`config.mk`:
```
export PLATFORM = sky130hd
export DESIGN_NAME = meter_time_string_to_epoch
export DESIGN_NICKNAME = d
export VERILOG_FILES = /design/src/hdl/mtse_pkg.sv /design/src/hdl/meter_time_string_to_epoch.sv /design/src/hdl/mtse_parse.sv /design/src/hdl/mtse_calc.sv /design/src/hdl/mtse_quart.sv
export SDC_FILE = /design/constraint.sdc
export NUM_CORES = 2
export LEC_CHECK = 0
export BUFFER_PORTS_ARGS = -buffer_cell sky130_fd_sc_hd__buf_4
export CAP_MARGIN = 20
export CORE_MARGIN = 1
export CORE_UTILIZATION = 45
export CTS_BUF_LIST = sky130_fd_sc_hd__clkbuf_16
export DETAILED_ROUTE_END_ITERATION = 16
export PLACE_DENSITY = 0.61
export RECOVER_POWER = 100
export REMOVE_ABC_BUFFERS = 1
export SYNTH_ARGS = -nofsm -noshare
export SYNTH_HDL_FRONTEND = slang
export SYNTH_SLANG_ARGS = --single-unit
```
`constraint.sdc`:
```
create_clock -name clk_i -period 13 [get_ports clk_i]
set_input_delay 2.6 -clock clk_i [delete_from_list [all_inputs] [get_ports clk_i]]
set_output_delay 2.6 -clock clk_i [all_outputs]
set_load 0.01 [all_outputs]
```
`src/hdl/mtse_pkg.sv`:
```
// ----------------------------------------------------------------------------
// Meter time string to epoch: package
// Transaction types, pipeline stage types, constants and the month table.
// ----------------------------------------------------------------------------
package mtse_pkg;

  localparam int unsigned OffW    = 17;
  localparam int unsigned CfgIdxW = 1;

  typedef enum logic [CfgIdxW-1:0] {
    CfgWinter = 1'b0,
    CfgSummer = 1'b1
  } cfg_idx_e;

  localparam logic [OffW-1:0] WinterReset = 17'd3600;
  localparam logic [OffW-1:0] SummerReset = 17'd7200;

  localparam logic [7:0] CharWinter = 8'h57;
  localparam logic [7:0] CharSummer = 8'h53;
  localparam logic [7:0] DigitLo    = 8'h30;
  localparam logic [7:0] DigitHi    = 8'h39;

  localparam logic [3:0] PosSuffix = 4'd12;

  localparam logic [2:0] SlotYear   = 3'd0;
  localparam logic [2:0] SlotMonth  = 3'd1;
  localparam logic [2:0] SlotDay    = 3'd2;
  localparam logic [2:0] SlotHour   = 3'd3;
  localparam logic [2:0] SlotMinute = 3'd4;
  localparam logic [2:0] SlotSecond = 3'd5;

  localparam logic [6:0] MonthMin = 7'd1;
  localparam logic [6:0] MonthMax = 7'd12;

  // days from 1970-01-01 to 2000-01-01, less one for the day-of-month base
  localparam logic [15:0] DaysTo2000M1 = 16'd10956;
  localparam logic [16:0] SecPerDay    = 17'd86400;
  localparam logic [9:0]  SecPerQuarter = 10'd900;
  // floor(2^32 / 225): quotient estimate short by at most one
  localparam logic [24:0] Recip225     = 25'd19088743;

  typedef struct packed {
    logic [7:0] character;
    logic       start_req;
  } in_t;

  typedef struct packed {
    logic [31:0] epoch_seconds;
    logic [1:0]  quarter_index;
    logic [31:0] quarter_start;
    logic        format_error;
  } out_t;

  typedef struct packed {
    logic [6:0] year;
    logic [6:0] month;
    logic [6:0] day;
    logic [6:0] hour;
    logic [6:0] minute;
    logic [6:0] second;
  } fields_t;

  typedef struct packed {
    fields_t         fld;
    logic [OffW-1:0] off;
    logic            err;
  } stg_a_t;

  typedef struct packed {
    logic [15:0]     days;
    logic [18:0]     sod;
    logic [OffW-1:0] off;
    logic            err;
  } stg_b_t;

  typedef struct packed {
    logic [31:0] t;
    logic        err;
  } stg_c_t;

  typedef struct packed {
    logic [31:0] t;
    logic [22:0] qe;
    logic        err;
  } stg_d_t;

  typedef struct packed {
    logic [31:0] t;
    logic [22:0] qe;
    logic [31:0] p;
    logic        err;
  } stg_e_t;

  function automatic logic [8:0] days_before_month(input logic [6:0] month);
    logic [8:0] d;
    case (month)
      7'd1:    d = 9'd0;
      7'd2:    d = 9'd31;
      7'd3:    d = 9'd59;
      7'd4:    d = 9'd90;
      7'd5:    d = 9'd120;
      7'd6:    d = 9'd151;
      7'd7:    d = 9'd181;
      7'd8:    d = 9'd212;
      7'd9:    d = 9'd243;
      7'd10:   d = 9'd273;
      7'd11:   d = 9'd304;
      7'd12:   d = 9'd334;
      default: d = 9'd0;
    endcase
    return d;
  endfunction

endpackage

```
`src/hdl/meter_time_string_to_epoch.sv`:
```
// ----------------------------------------------------------------------------
// Meter time string to epoch: top level
// Converts a 13-character meter time string into Unix epoch seconds.
// ----------------------------------------------------------------------------
// Usage:
//   Input channel (in_valid_i/in_i/in_stall_o) carries one ASCII character
//   per transaction; start_req marks character 0 of a new string. The
//   thirteenth character (suffix W, S or other) yields one result on the
//   output channel (out_valid_o/out_o/out_stall_i); other characters give none.
//   Throughput: one character per cycle while in_stall_o stays low. The stage pitch is set by
//   one multiplier per stage: the day-count by 86400 product and the 30 x 25
//   bit reciprocal multiply of the divide by 900.
//   Pipeline: the accepted suffix passes six registered stages before the result
//   is valid (parser, two epoch stages, three quarter-split stages incl. output reg).
//   Configuration: cfg_we_i writes winter (index 0) or summer (index 1)
//   offset from cfg_wdata_i; write only while idle.
//   Reset: position and error flag cleared, offsets return to 3600 and 7200,
//   pipeline emptied. Field registers hold no reset value.
//   Stall: a stalled result holds; the pipeline keeps filling until a stage
//   holding the suffix transaction backs up into the parser, then
//   in_stall_o rises.
// ----------------------------------------------------------------------------
module meter_time_string_to_epoch (
  input  logic                          clk_i,
  input  logic                          rst_ni,
  input  logic                          in_valid_i,
  input  mtse_pkg::in_t                 in_i,
  output logic                          in_stall_o,
  output logic                          out_valid_o,
  output mtse_pkg::out_t                out_o,
  input  logic                          out_stall_i,
  input  logic                          cfg_we_i,
  input  logic [mtse_pkg::CfgIdxW-1:0]  cfg_idx_i,
  input  logic [mtse_pkg::OffW-1:0]     cfg_wdata_i
);

  logic             a_valid, a_stall;
  mtse_pkg::stg_a_t a_data;
  logic             c_valid, c_stall;
  mtse_pkg::stg_c_t c_data;

  mtse_parse u_parse (
    .clk_i       (clk_i),
    .rst_ni      (rst_ni),
    .in_valid_i  (in_valid_i),
    .in_i        (in_i),
    .in_stall_o  (in_stall_o),
    .cfg_we_i    (cfg_we_i),
    .cfg_idx_i   (cfg_idx_i),
    .cfg_wdata_i (cfg_wdata_i),
    .a_valid_o   (a_valid),
    .a_o         (a_data),
    .a_stall_i   (a_stall)
  );

  mtse_calc u_calc (
    .clk_i     (clk_i),
    .rst_ni    (rst_ni),
    .a_valid_i (a_valid),
    .a_i       (a_data),
    .a_stall_o (a_stall),
    .c_valid_o (c_valid),
    .c_o       (c_data),
    .c_stall_i (c_stall)
  );

  mtse_quart u_quart (
    .clk_i       (clk_i),
    .rst_ni      (rst_ni),
    .c_valid_i   (c_valid),
    .c_i         (c_data),
    .c_stall_o   (c_stall),
    .out_valid_o (out_valid_o),
    .out_o       (out_o),
    .out_stall_i (out_stall_i)
  );

endmodule

```
`src/hdl/mtse_parse.sv`:
```
// ----------------------------------------------------------------------------
// Meter time string to epoch: character parser
// Builds the two-digit fields, tracks format errors, holds the offset
// registers and launches one pipeline transaction per suffix character.
// ----------------------------------------------------------------------------
module mtse_parse (
  input  logic                          clk_i,
  input  logic                          rst_ni,
  input  logic                          in_valid_i,
  input  mtse_pkg::in_t                 in_i,
  output logic                          in_stall_o,
  input  logic                          cfg_we_i,
  input  logic [mtse_pkg::CfgIdxW-1:0]  cfg_idx_i,
  input  logic [mtse_pkg::OffW-1:0]     cfg_wdata_i,
  output logic                          a_valid_o,
  output mtse_pkg::stg_a_t              a_o,
  input  logic                          a_stall_i
);

  logic [3:0]                  pos_q, pos_d;
  logic [3:0]                  pend_q, pend_d;
  logic                        err_q, err_d;
  logic [6:0]                  fld_q [6];
  logic                        fld_we;
  logic [2:0]                  fld_idx;
  logic [6:0]                  fld_val;
  logic [mtse_pkg::OffW-1:0]   winter_q, summer_q;
  logic                        a_v_q, a_v_d;
  mtse_pkg::stg_a_t            a_q, a_d;
  logic                        accept;
  logic                        is_suffix;

  assign in_stall_o = a_v_q && a_stall_i;
  assign accept     = in_valid_i && !in_stall_o;

  always_comb begin
    logic [3:0] pos_e;
    logic       err_e;
    logic       is_dig;
    logic [3:0] dig;
    pos_e   = in_i.start_req ? 4'd0 : pos_q;
    err_e   = in_i.start_req ? 1'b0 : err_q;
    is_dig  = in_i.character inside {[mtse_pkg::DigitLo:mtse_pkg::DigitHi]};
    dig     = is_dig ? in_i.character[3:0] : 4'd0;
    is_suffix = (pos_e >= mtse_pkg::PosSuffix);
    pos_d   = pos_q;
    pend_d  = pend_q;
    err_d   = err_q;
    fld_we  = 1'b0;
    fld_idx = pos_e[3:1];
    fld_val = 7'(pend_q) * 7'd10 + 7'(dig);

    a_d.fld.year   = fld_q[mtse_pkg::SlotYear];
    a_d.fld.month  = fld_q[mtse_pkg::SlotMonth];
    a_d.fld.day    = fld_q[mtse_pkg::SlotDay];
    a_d.fld.hour   = fld_q[mtse_pkg::SlotHour];
    a_d.fld.minute = fld_q[mtse_pkg::SlotMinute];
    a_d.fld.second = fld_q[mtse_pkg::SlotSecond];
    a_d.err        = err_e;
    if (in_i.character == mtse_pkg::CharWinter) begin
      a_d.off = winter_q;
    end else if (in_i.character == mtse_pkg::CharSummer) begin
      a_d.off = summer_q;
    end else begin
      a_d.off = '0;
    end

    if (accept) begin
      if (!is_suffix) begin
        err_d = err_e || !is_dig;
        if (!pos_e[0]) begin
          pend_d = dig;
        end else begin
          fld_we = 1'b1;
          if (fld_idx == mtse_pkg::SlotMonth &&
              (fld_val < mtse_pkg::MonthMin || fld_val > mtse_pkg::MonthMax)) begin
            err_d = 1'b1;
          end
        end
        pos_d = pos_e + 4'd1;
      end else begin
        // end of string: start over with the next character
        pos_d = '0;
        err_d = 1'b0;
      end
    end

    // stage A only moves when it is empty or draining
    a_v_d = a_v_q;
    if (!in_stall_o) begin
      a_v_d = accept && is_suffix;
    end
  end

  always_ff @(posedge clk_i or negedge rst_ni) begin
    if (!rst_ni) begin
      pos_q    <= '0;
      pend_q   <= '0;
      err_q    <= 1'b0;
      a_v_q    <= 1'b0;
      winter_q <= mtse_pkg::WinterReset;
      summer_q <= mtse_pkg::SummerReset;
    end else begin
      pos_q  <= pos_d;
      pend_q <= pend_d;
      err_q  <= err_d;
      a_v_q  <= a_v_d;
      if (cfg_we_i) begin
        case (mtse_pkg::cfg_idx_e'(cfg_idx_i))
          mtse_pkg::CfgWinter: winter_q <= cfg_wdata_i;
          mtse_pkg::CfgSummer: summer_q <= cfg_wdata_i;
          default: ;
        endcase
      end
    end
  end

  always_ff @(posedge clk_i) begin
    if (fld_we) begin
      fld_q[fld_idx] <= fld_val;
    end
    if (accept && is_suffix && !in_stall_o) begin
      a_q <= a_d;
    end
  end

  assign a_valid_o = a_v_q;
  assign a_o       = a_q;

endmodule

```
`src/hdl/mtse_calc.sv`:
```
// ----------------------------------------------------------------------------
// Meter time string to epoch: epoch arithmetic
// Stage B forms day count and second of day, stage C the offset epoch.
// ----------------------------------------------------------------------------
module mtse_calc (
  input  logic             clk_i,
  input  logic             rst_ni,
  input  logic             a_valid_i,
  input  mtse_pkg::stg_a_t a_i,
  output logic             a_stall_o,
  output logic             c_valid_o,
  output mtse_pkg::stg_c_t c_o,
  input  logic             c_stall_i
);

  logic             b_v_q, c_v_q;
  logic             b_stall, c_stall;
  mtse_pkg::stg_b_t b_q, b_d;
  mtse_pkg::stg_c_t c_q, c_d;

  assign c_stall   = c_v_q && c_stall_i;
  assign b_stall   = b_v_q && c_stall;
  assign a_stall_o = b_stall;

  always_comb begin
    logic [7:0]  yy3;
    logic        leap_adj;
    yy3      = {1'b0, a_i.fld.year} + 8'd3;
    // 2000 to 2099: every fourth year is a leap year
    leap_adj = (a_i.fld.month > 7'd2) && (a_i.fld.year[1:0] == 2'd0);
    b_d.days = mtse_pkg::DaysTo2000M1
             + 16'(a_i.fld.year) * 16'd365
             + 16'(yy3[7:2])
             + 16'(mtse_pkg::days_before_month(a_i.fld.month))
             + 16'(leap_adj)
             + 16'(a_i.fld.day);
    b_d.sod  = 19'(a_i.fld.hour) * 19'd3600
             + 19'(a_i.fld.minute) * 19'd60
             + 19'(a_i.fld.second);
    b_d.off  = a_i.off;
    b_d.err  = a_i.err;
  end

  always_comb begin
    c_d.t   = 32'(b_q.days) * 32'(mtse_pkg::SecPerDay) + 32'(b_q.sod) - 32'(b_q.off);
    c_d.err = b_q.err;
  end

  always_ff @(posedge clk_i or negedge rst_ni) begin
    if (!rst_ni) begin
      b_v_q <= 1'b0;
      c_v_q <= 1'b0;
    end else begin
      if (!b_stall) begin
        b_v_q <= a_valid_i;
      end
      if (!c_stall) begin
        c_v_q <= b_v_q;
      end
    end
  end

  always_ff @(posedge clk_i) begin
    if (a_valid_i && !b_stall) begin
      b_q <= b_d;
    end
    if (b_v_q && !c_stall) begin
      c_q <= c_d;
    end
  end

  assign c_valid_o = c_v_q;
  assign c_o       = c_q;

endmodule

```
`src/hdl/mtse_quart.sv`:
```
// ----------------------------------------------------------------------------
// Meter time string to epoch: quarter-hour split
// Divides the epoch by 900 with a reciprocal multiply and one correction
// step, then registers the result transaction.
// ----------------------------------------------------------------------------
module mtse_quart (
  input  logic             clk_i,
  input  logic             rst_ni,
  input  logic             c_valid_i,
  input  mtse_pkg::stg_c_t c_i,
  output logic             c_stall_o,
  output logic             out_valid_o,
  output mtse_pkg::out_t   out_o,
  input  logic             out_stall_i
);

  logic             d_v_q, e_v_q, f_v_q;
  logic             d_stall, e_stall, f_stall;
  mtse_pkg::stg_d_t d_q, d_d;
  mtse_pkg::stg_e_t e_q, e_d;
  mtse_pkg::out_t   f_q, f_d;
  logic [54:0]      prod;

  assign f_stall   = f_v_q && out_stall_i;
  assign e_stall   = e_v_q && f_stall;
  assign d_stall   = d_v_q && e_stall;
  assign c_stall_o = d_stall;

  // floor(t/900) = floor(floor(t/4)/225)
  assign prod = 55'(c_i.t[31:2]) * 55'(mtse_pkg::Recip225);

  always_comb begin
    d_d.t   = c_i.t;
    d_d.qe  = prod[54:32];
    d_d.err = c_i.err;
  end

  always_comb begin
    e_d.t   = d_q.t;
    e_d.qe  = d_q.qe;
    e_d.p   = 32'(d_q.qe) * 32'(mtse_pkg::SecPerQuarter);
    e_d.err = d_q.err;
  end

  always_comb begin
    logic [31:0] rem;
    logic        fix;
    rem = e_q.t - e_q.p;
    // estimate is short by at most one quarter
    fix = (rem[10:0] >= 11'(mtse_pkg::SecPerQuarter));
    if (e_q.err) begin
      f_d = '0;
      f_d.format_error = 1'b1;
    end else begin
      f_d.epoch_seconds = e_q.t;
      f_d.quarter_index = e_q.qe[1:0] + 2'(fix);
      f_d.quarter_start = e_q.p + (fix ? 32'(mtse_pkg::SecPerQuarter) : 32'd0);
      f_d.format_error  = 1'b0;
    end
  end

  always_ff @(posedge clk_i or negedge rst_ni) begin
    if (!rst_ni) begin
      d_v_q <= 1'b0;
      e_v_q <= 1'b0;
      f_v_q <= 1'b0;
    end else begin
      if (!d_stall) begin
        d_v_q <= c_valid_i;
      end
      if (!e_stall) begin
        e_v_q <= d_v_q;
      end
      if (!f_stall) begin
        f_v_q <= e_v_q;
      end
    end
  end

  always_ff @(posedge clk_i) begin
    if (c_valid_i && !d_stall) begin
      d_q <= d_d;
    end
    if (d_v_q && !e_stall) begin
      e_q <= e_d;
    end
    if (e_v_q && !f_stall) begin
      f_q <= f_d;
    end
  end

  assign out_valid_o = f_v_q;
  assign out_o       = f_q;

endmodule

```
==> impl_metrics.tcl <==
set metrics [dict create \
    outcome "complete, but fails checks" \
    violations "capacitance limit, slew limit" \
    dr.pass1.iters 5 \
    grt-ovfl-total 0 \
    period_share 0.557 \
    synthFlopType "edfxtp_1" \
    cts-hold-fix-buffers 0 \
    viasPerCell 4.92 \
    setup_violations 0 \
    drive_gt1_frac 0.0501 \
    power_density_nw_per_um2 71.3 \
    io_pins 101 \
    cts.sinks 419 \
    max_freq_mhz 138 \
    worstPathMaxFanout 10 \
    ys_ff_latch 419 \
    synth-edff-count 370 \
    synth.distinct_cells 81 \
    gp_congestion 0.888 \
    htreeDepth 2 \
    syn_area_um2 38400 \
    syn_inst 3335 \
    post-synth-top-count-cell "inv_1" \
    worst-slew-pin-transition_ns 3.40 \
    path_clk_slew_ns 0.06 \
    area_growth_pct 9.02 \
    reg2reg_slack_ns 5.76 \
    die_area_um2 86500 \
    slew_violations 436 \
    worstSkewPairLatency_ns 0.62 \
    track_usage 0.179 \
    critPathKind "flip-flop to flip-flop" \
    hold_class "flip-flop to flip-flop" \
    num_rows 106 \
    grt_pass1_wl_mm 122 \
    cts_resized 0 \
    layout.nets 4554 \
    required_ns 13.34 \
    initial_utilization 0.457 \
    postCtsSetupBuffers 0 \
    worstSetupEndpoint "u_quart.d_q[23]" \
    async_reset_ff_frac 0.117 \
    power_mw 2.99 \
    yosysTopAreaCell "edfxtp_1" \
    nFillCells 7682 \
    cts_buffers 48 \
    fp.dieH_um 294 \
    vdd_drop_max_mv 0.112 \
    fp.dieW_um 294 \
    rr_worst_depth 23 \
    diodes 0 \
    drt_wl_total_mm 74.8 \
    drc_errors 0 \
    reg2reg_from "u_calc.c_o[6]" \
    clock_tree.root_cell "clkbuf_16" \
    fin_setup_tns_ns 0 \
    synth.area.top_cells "edfxtp_1 29%, ha_1 21%, fa_1 21%" \
    relSlewSlack -1.27 \
    avgSynthCellArea_um2 11.5 \
    synth_top_area_share 0.289 \
    design.core.area_um2 84100 \
    io_buffer_count 98 \
    wl_per_cell_um 16.1 \
    hold_violations 0 \
    grt_max_degree 64 \
    leakagePower_nw 20.0 \
    crit_start "u_calc.c_o[6]" \
    seq_area_frac_synth 0.321 \
    drtIter0Drc 902 \
    critPathArrivalTime_ns 7.59 \
    fin_crit_ns 7.24 \
    hpwl_mm 61.9 \
    startpoint_type "flip-flop" \
    grt_pass1_vias 23400 \
    ant_nets 0 \
    endpoint_kind "flip-flop" \
    vias 22800 \
    clock_skew_ns 0.0326 \
    synth_common_cells "818 x inv_1, 657 x ha_1, 394 x fa_1" \
    rsz0062_at_grt "false" \
    cts_tree "yes" \
    antenna_found_initial 0 \
    yosysWarnings 0 \
    clockBufferDepth 3 \
    maxCapViolations 9 \
    reg2reg_to "u_quart.d_q[23]" \
]
-- power by group --
part           switching (mW)  internal [mW]  total [mW]
clock network           0.597          0.808        1.41
logic                  0.0515         0.0471      0.0986
registers              0.0104           1.47        1.48
-- layer usage --
layer,routed length (um),global-route usage,vias to the layer above,part of all wire
li1,-,-,11300,-
met1,33400,0.234,11100,0.45
met2,36500,0.309,329,0.49
met3,3010,0.0257,101,0.040
met4,1880,0.0488,0,0.025
met5,0,0,-,0
-- cells by family (layout without fill, tap and decap cells) --
kind of cell,after synthesis,count (layout),synth area share
AO/OA/AOI/OAI,372,372,0.0647
XOR/XNOR,178,178,0.0414
adder cells (fa/ha/maj),1051,1051,0.419
buffers and inverters,846,1021,0.0831
flip-flops,419,419,0.321
multiplexers,58,58,0.0164
other,1,2,0.0000976
AND/OR/NAND/NOR,410,410,0.0535
-- area by class of cell --
| cell class | instances | area [um^2] | area share |
|---|---|---|---|
| Timing Repair Buffer | 111 | 514 | 0.0123 |
| Clock inverter | 42 | 440 | 0.0105 |
| Clock buffer | 48 | 1200 | 0.0287 |
| Multi-Input combinational cell | 2071 | 22900 | 0.546 |
| Inverter | 820 | 3080 | 0.0735 |
| Sequential cell | 419 | 12300 | 0.295 |
| Tap cell | 1134 | 1420 | 0.0339 |
-- worst min-delay path by stage --
stage	startpoint	end	slack, ns	cells past startpoint
final	u_parse.fld_q[3][0]	u_parse.a_o[32]	0.41	0
after global routing	u_parse.fld_q[4][2]	u_parse.a_o[27]	0.42	0
after CTS	u_parse.fld_q[3][0]	u_parse.a_o[32]	0.41	0
after detailed placement	u_parse.fld_q[4][5]	u_parse.a_o[30]	0.40	0
after global placement	u_parse.fld_q[3][5]	u_parse.a_o[37]	0.40	0
after floorplan	u_parse.a_o[0]	u_calc.b_q[0]	0.40	0
-- placed cells by master (no fill, tap or decap), types with 38 or more instances in the layout --
| cell type | n |
|---|---|
| dfrtp_1 | 41 |
| o21ai_0 | 53 |
| clkbuf_16 | 48 |
| a21o_1 | 58 |
| a21oi_1 | 115 |
| xor2_1 | 56 |
| inv_1 | 821 |
| nand2_1 | 72 |
| edfxtp_1 | 370 |
| nor2b_1 | 54 |
| fa_1 | 394 |
| clkbuf_1 | 85 |
| ha_1 | 657 |
| nor2_1 | 115 |
| xnor2_1 | 120 |
| mux2_2 | 38 |
-- flip-flops by register name (all words and copies together), names as in the netlist, 4 cells and up --
| signal | flops |
|---|---|
| u_calc.c_o | 33 |
| u_parse.summer_q | 17 |
| u_parse.fld_q | 42 |
| u_calc.b_q | 53 |
| u_parse.pend_q | 4 |
| u_quart.e_q | 63 |
| u_parse.a_o | 60 |
| u_quart.out_o | 63 |
| u_quart.d_q | 56 |
| u_parse.winter_q | 17 |
| u_parse.pos_q | 4 |
-- per-stage QoR --
| stage | cell area [um^2] | hold slack [ns] | instances | util | worst slack, ns |
|---|---|---|---|---|---|
| 3_5_place_dp | 40600 | 0.405 | 4554 | 0.482 | 6.11 |
| 2_1_floorplan | 38300 | 0.400 | 3310 | - | 5.25 |
| 6_report | 41900 | 0.413 | 4645 | 0.498 | 5.76 |
| 5_1_grt | 41900 | 0.425 | 4645 | 0.498 | 5.23 |
| 4_1_cts | 42200 | 0.414 | 4644 | 0.502 | 6.07 |
| 3_3_place_gp | 40600 | 0.400 | 4554 | 0.482 | 6.21 |
-- worst max-delay path, stage by stage, from the launching register on --
cell and delay (ns):
edfxtp_1 0.32, clkbuf_1 0.81, ha_1 0.31, inv_1 0.10
fa_1 0.49, inv_1 0.04, ha_1 0.26, ha_1 0.22
fa_1 0.54, inv_1 0.05, fa_1 0.46, fa_1 0.55
inv_1 0.05, ha_1 0.30, and4_1 0.22, a21oi_1 0.14
o221ai_1 0.16, nand4_1 0.31, a311o_1 0.22, nand3_1 0.20
a221oi_1 0.56, o21ai_0 0.22, o41ai_1 0.33, xnor2_1 0.11
(Power assumes the default switching activity.)
